$ cat config.mk
export PLATFORM = sky130hd
export DESIGN_NAME = udpst_queue_mem
export DESIGN_NICKNAME = d
export VERILOG_FILES = /design/src/assert_macros.svh /design/src/udpst_pkg.sv /design/src/udpst_queue_mem.sv
export SDC_FILE = /design/constraint.sdc
export NUM_CORES = 2
export LEC_CHECK = 0
export ABC_CLOCK_PERIOD_IN_PS = 8340
export BUFFER_PORTS_ARGS = -buffer_cell sky130_fd_sc_hd__buf_2
export CAP_MARGIN = 5
export CORE_UTILIZATION = 40
export CTS_BUF_LIST = sky130_fd_sc_hd__clkbuf_8 sky130_fd_sc_hd__clkbuf_16
export CTS_CLUSTER_DIAMETER = 50
export DETAILED_ROUTE_END_ITERATION = 12
export SYNTH_ARGS = -nofsm -noshare
export SYNTH_HDL_FRONTEND = slang
export SYNTH_SLANG_ARGS = --single-unit
$ cat constraint.sdc
create_clock -name clk -period 8.34 [get_ports clk]
set_input_delay 1.668 -clock clk [delete_from_list [all_inputs] [get_ports clk]]
set_output_delay 1.668 -clock clk [all_outputs]
set_load 0.005 [all_outputs]
$ cat src/assert_macros.svh
// ----------------------------------------------------------------------------
// Assertion macros
// Concurrent assertion helpers for the socket table block.
// ----------------------------------------------------------------------------
`ifndef ASSERT_MACROS_SVH
`define ASSERT_MACROS_SVH
`ifndef ASSERT_OFF
`define ASSERT_IMPLIES(label, clk, rst_n, a, c) \
  label: assert property (@(posedge clk) disable iff (!rst_n) (a) |-> (c)) \
    else $error("assertion failed");
`define ASSERT_NEXT(label, clk, rst_n, a, c) \
  label: assert property (@(posedge clk) disable iff (!rst_n) (a) |=> (c)) \
    else $error("assertion failed");
`else
`define ASSERT_IMPLIES(label, clk, rst_n, a, c)
`define ASSERT_NEXT(label, clk, rst_n, a, c)
`endif
`endif

$ cat src/udpst_pkg.sv
`timescale 1ns / 1ps
// ----------------------------------------------------------------------------
// UDP socket table package
// Shared constants, operation and status codes.
// ----------------------------------------------------------------------------
package udpst_pkg;
  localparam int NUM_SOCKETS_DEF = 8;
  localparam int QUEUE_DEPTH_DEF = 8;
  localparam int MAX_PAYLOAD_DEF = 1472;
  localparam logic [15:0] EPH_BASE_RST = 16'd49152;
  localparam logic [15:0] PORT_TOP = 16'd65535;
  localparam logic [15:0] HDR_LEN = 16'd8;

  localparam logic [2:0] OP_CREATE = 3'd0;
  localparam logic [2:0] OP_BIND = 3'd1;
  localparam logic [2:0] OP_CONNECT = 3'd2;
  localparam logic [2:0] OP_CLOSE = 3'd3;
  localparam logic [2:0] OP_DELIVER = 3'd4;
  localparam logic [2:0] OP_RECEIVE = 3'd5;

  localparam logic [1:0] MODE_CLOSED = 2'd0;
  localparam logic [1:0] MODE_BOUND = 2'd1;
  localparam logic [1:0] MODE_CONNECTED = 2'd2;

  localparam logic [3:0] ST_OK = 4'd0;
  localparam logic [3:0] ST_NO_SOCKET = 4'd1;
  localparam logic [3:0] ST_BAD_SOCKET = 4'd2;
  localparam logic [3:0] ST_PORT_USED = 4'd3;
  localparam logic [3:0] ST_NO_PORT = 4'd4;
  localparam logic [3:0] ST_MALFORMED = 4'd5;
  localparam logic [3:0] ST_NO_LISTENER = 4'd6;
  localparam logic [3:0] ST_QUEUE_FULL = 4'd7;
  localparam logic [3:0] ST_QUEUE_EMPTY = 4'd8;

  // Queued datagram descriptor.
  typedef struct packed {
    logic [31:0] ip;
    logic [15:0] port;
    logic [10:0] len;
  } rx_desc_t;
endpackage

$ cat src/udpst_queue_mem.sv
`timescale 1ns / 1ps
// ----------------------------------------------------------------------------
// Receive queue memory
// One write and one registered read port for all socket queues.
// ----------------------------------------------------------------------------
module udpst_queue_mem #(
  parameter int DEPTH = 64,
  parameter int AW = 6
) (
  input  logic                clk,
  input  logic                wr_en,
  input  logic [AW-1:0]       wr_addr,
  input  udpst_pkg::rx_desc_t wr_data,
  input  logic [AW-1:0]       rd_addr,
  output udpst_pkg::rx_desc_t rd_data
);
  import udpst_pkg::*;

  rx_desc_t mem [DEPTH];

  // Write and registered read.
  always_ff @(posedge clk) begin
    if (wr_en) begin
      mem[wr_addr] <= wr_data;
    end
    rd_data <= mem[rd_addr];
  end
endmodule

==> qor.yml <==
status: "complete, no violations"
clk_pin_slew_worst_paths_ps: 60
setup_tns_ps: 0
cts.htree.levels: 5
ys_seq_area_share_pct: 79.3
fin_area_sq_um: 165000
wl_per_cell_um: 35.2
seq_area_sq_um: 115000
ios: 132
port_buffers: 131
gp_congestion: 0.776
initial_core_util_pct: 40.2
drtAntennaViolNets: 0
r2r-start: "mem[6][53]"
finalWorstSetupSlack_ps: 4060
r2r_slack_ps: 6120
multiInputGateArea_sq_um: 28800
rsz0062_at_grt: "false"
ir_drop_uv: 164
avgViaCountPerCell: 6.03
timing.rr.end: "rd_data[53]"
worst_hold_path_type: "flop to flop"
path_depth: 8
final.setup_skew_ps: 41.5
place_ws_ps: 3060
ctsHoldBuffers: 0
finalCriticalPeriod_ps: 4280
drt_iter0_drc: 9940
setup_viol: 0
maxSlewViolCount: 0
critPathLaunchType: "input pin"
fill_cells: 29357
yosysUniqueCellTypes: 32
area_growth_pct: 14.4
place_inst: 10862
layout_common_cells: "edfxtp_1, mux4_2, clkbuf_16, mux2i_1, nor2_1"
slowest_stage: "buf_4"
cts_resized: 0
p_total_mw: 41.2
syn_inst: 6130
fp.dieArea_sq_um: 364000
critical_path_required_ps: 9180
hold_slack_ps: 753
worstPathCellList: "buf_8 > buf_12 > buf_4 > mux4_2 > o221ai_1 > a21oi_1 > a21oi_1 > nor2_1"
timing.final.crit_share_pct: 51.3
path_buf_inv: 3
fin_cells: 11625
cellLeakagePower_nw: 51.7
cpPeakStageDelay_ps: 710
final_common_cell: "edfxtp_1"
postCtsSetupRepairBufs: 0
worstSetupStartpoint: "rd_addr[1]"
worstSetupEndpoint: "rd_data[12]"
antenna_found_initial: 42
overflow: 0
cts_sinks: 3835
syn-num-nets: 6203
syn_area_sq_um: 144000
cts_root_buf: "clkbuf_16"
drive_gt1_share_pct: 28.6
rows: 220
place_area_sq_um: 152000
nNetsFinal: 6571
numCtsBuffers: 407
clk_latency_ps: 980
worstSetupPathType: "input pin to flop"
grt_max_degree: 118
tritoncts: "yes"
arrival_ps: 5120
dp_hpwl_um: 206000
hold_viol: 0
crit_family: "buffers and inverters"
ff2ff_path_depth: 5
path_common_cell: "a21oi_1"
vias: 70124
fin_util_pct: 46.0
slew_headroom_pct: 7.28
core_area_sq_um: 359000
maxCapViolCount: 0
dr.pass1.iters: 8
yosys_warnings: 0
drc: 0
grt_pass1_wl_um: 565000
synth_seq_cells: 3835
worstSetupEndpointType: "flop"
fmax_mhz: 234
wl_um: 409000
avgSynthCellArea_sq_um: 23.6
grt_usage_pct: 22.3
die_h_um: 603
tightestPinTransition_ps: 1390
power.density_nw_per_um2: 250
clock_path_buffers: 4
fp.dieW_um: 603
worstPathMaxFanout: 106
grt_pass1_vias: 69731
## cell families (layout without fill, tap and decap cells)
logic type | Yosys count | count (layout) | synth area share [%]
other | 0 | 11 | 0
DFF | 3835 | 3835 | 79.3
muxes | 1214 | 1214 | 16.6
AOI/OAI and AO/OA | 414 | 414 | 1.97
and+or+nand+nor | 322 | 322 | 0.971
buffers and inverters | 345 | 1056 | 1.13
## final cells by class
cell class | instances | share of cell area [%]
clock inverters | 317 | 1.70
repair buffers | 304 | 1.48
well taps | 4773 | 3.61
clock buffers | 435 | 6.43
diodes | 11 | 0.0167
flip-flops and latches | 3835 | 69.3
multi-input cells | 1950 | 17.4
## state kept, by name (all words and copies together) (netlist names)
signal and cells:
rd_data 59, mem 3776
## per-layer routing
| metal | vias to the layer above | wire length (um) | track usage, % |
|---|---|---|---|
| li1 | 27156 | - | - |
| met3 | 684 | 33800 | 3.24 |
| met2 | 3631 | 200000 | 36.4 |
| met1 | 38647 | 163000 | 31.0 |
| met5 | - | 39 | 0 |
| met4 | 6 | 13500 | 7.04 |
## how the worst min path moves through the flow
| stage | from | to | slack, ps | cells after the start |
|---|---|---|---|---|
| floorplan | mem[14][15] | rd_data[15] | 670 | 4 |
| global placement | mem[14][20] | rd_data[20] | 780 | 4 |
| detailed placement | mem[15][20] | rd_data[20] | 740 | 4 |
| CTS | mem[15][20] | rd_data[20] | 750 | 4 |
| global route | mem[15][20] | rd_data[20] | 840 | 4 |
| finish | mem[15][20] | rd_data[20] | 750 | 4 |
## report_power, final
group	total [mW]	switching, mW	internal, mW
clock	18.0	7.56	10.4
combinational	1.81	1.14	0.675
sequential	21.4	0.0863	21.3
total	41.2	8.78	32.5
## cells in the mapped netlist
cell type	number	area share, %
clkbuf_1	152	0.39
nand3b_1	4	0.021
a311oi_1	31	0.19
nor4_1	13	0.056
a22o_1	31	0.19
edfxtp_1	3776	78
nor2b_1	20	0.087
buf_4	32	0.17
buf_1	42	0.11
o22ai_1	138	0.60
or3b_2	5	0.030
nand2b_1	13	0.056
nand2_1	42	0.11
mux2i_1	262	1.8
a211oi_1	26	0.14
or3_1	3	0.013
nand4b_1	1	0.0061
nand3_1	5	0.017
a221oi_1	34	0.21
o221ai_1	45	0.27
nor3_1	2	0.0069
buf_2	109	0.38
dfxtp_1	59	0.82
a32oi_1	1	0.0061
nand4_1	2	0.0087
nor2_1	207	0.54
and2_1	2	0.0087
mux4_2	948	15
mux2_2	4	0.031
or2_2	3	0.013
buf_6	10	0.078
a21oi_1	108	0.37
## worst register-to-register path: cells and delay by family, from the launching register on
family	cells	cell delay [ps]
simple gates	2	330
compound gates	1	720
flops	1	360
mux	2	640
No activity file was read; power rests on OpenSTA's default activity.
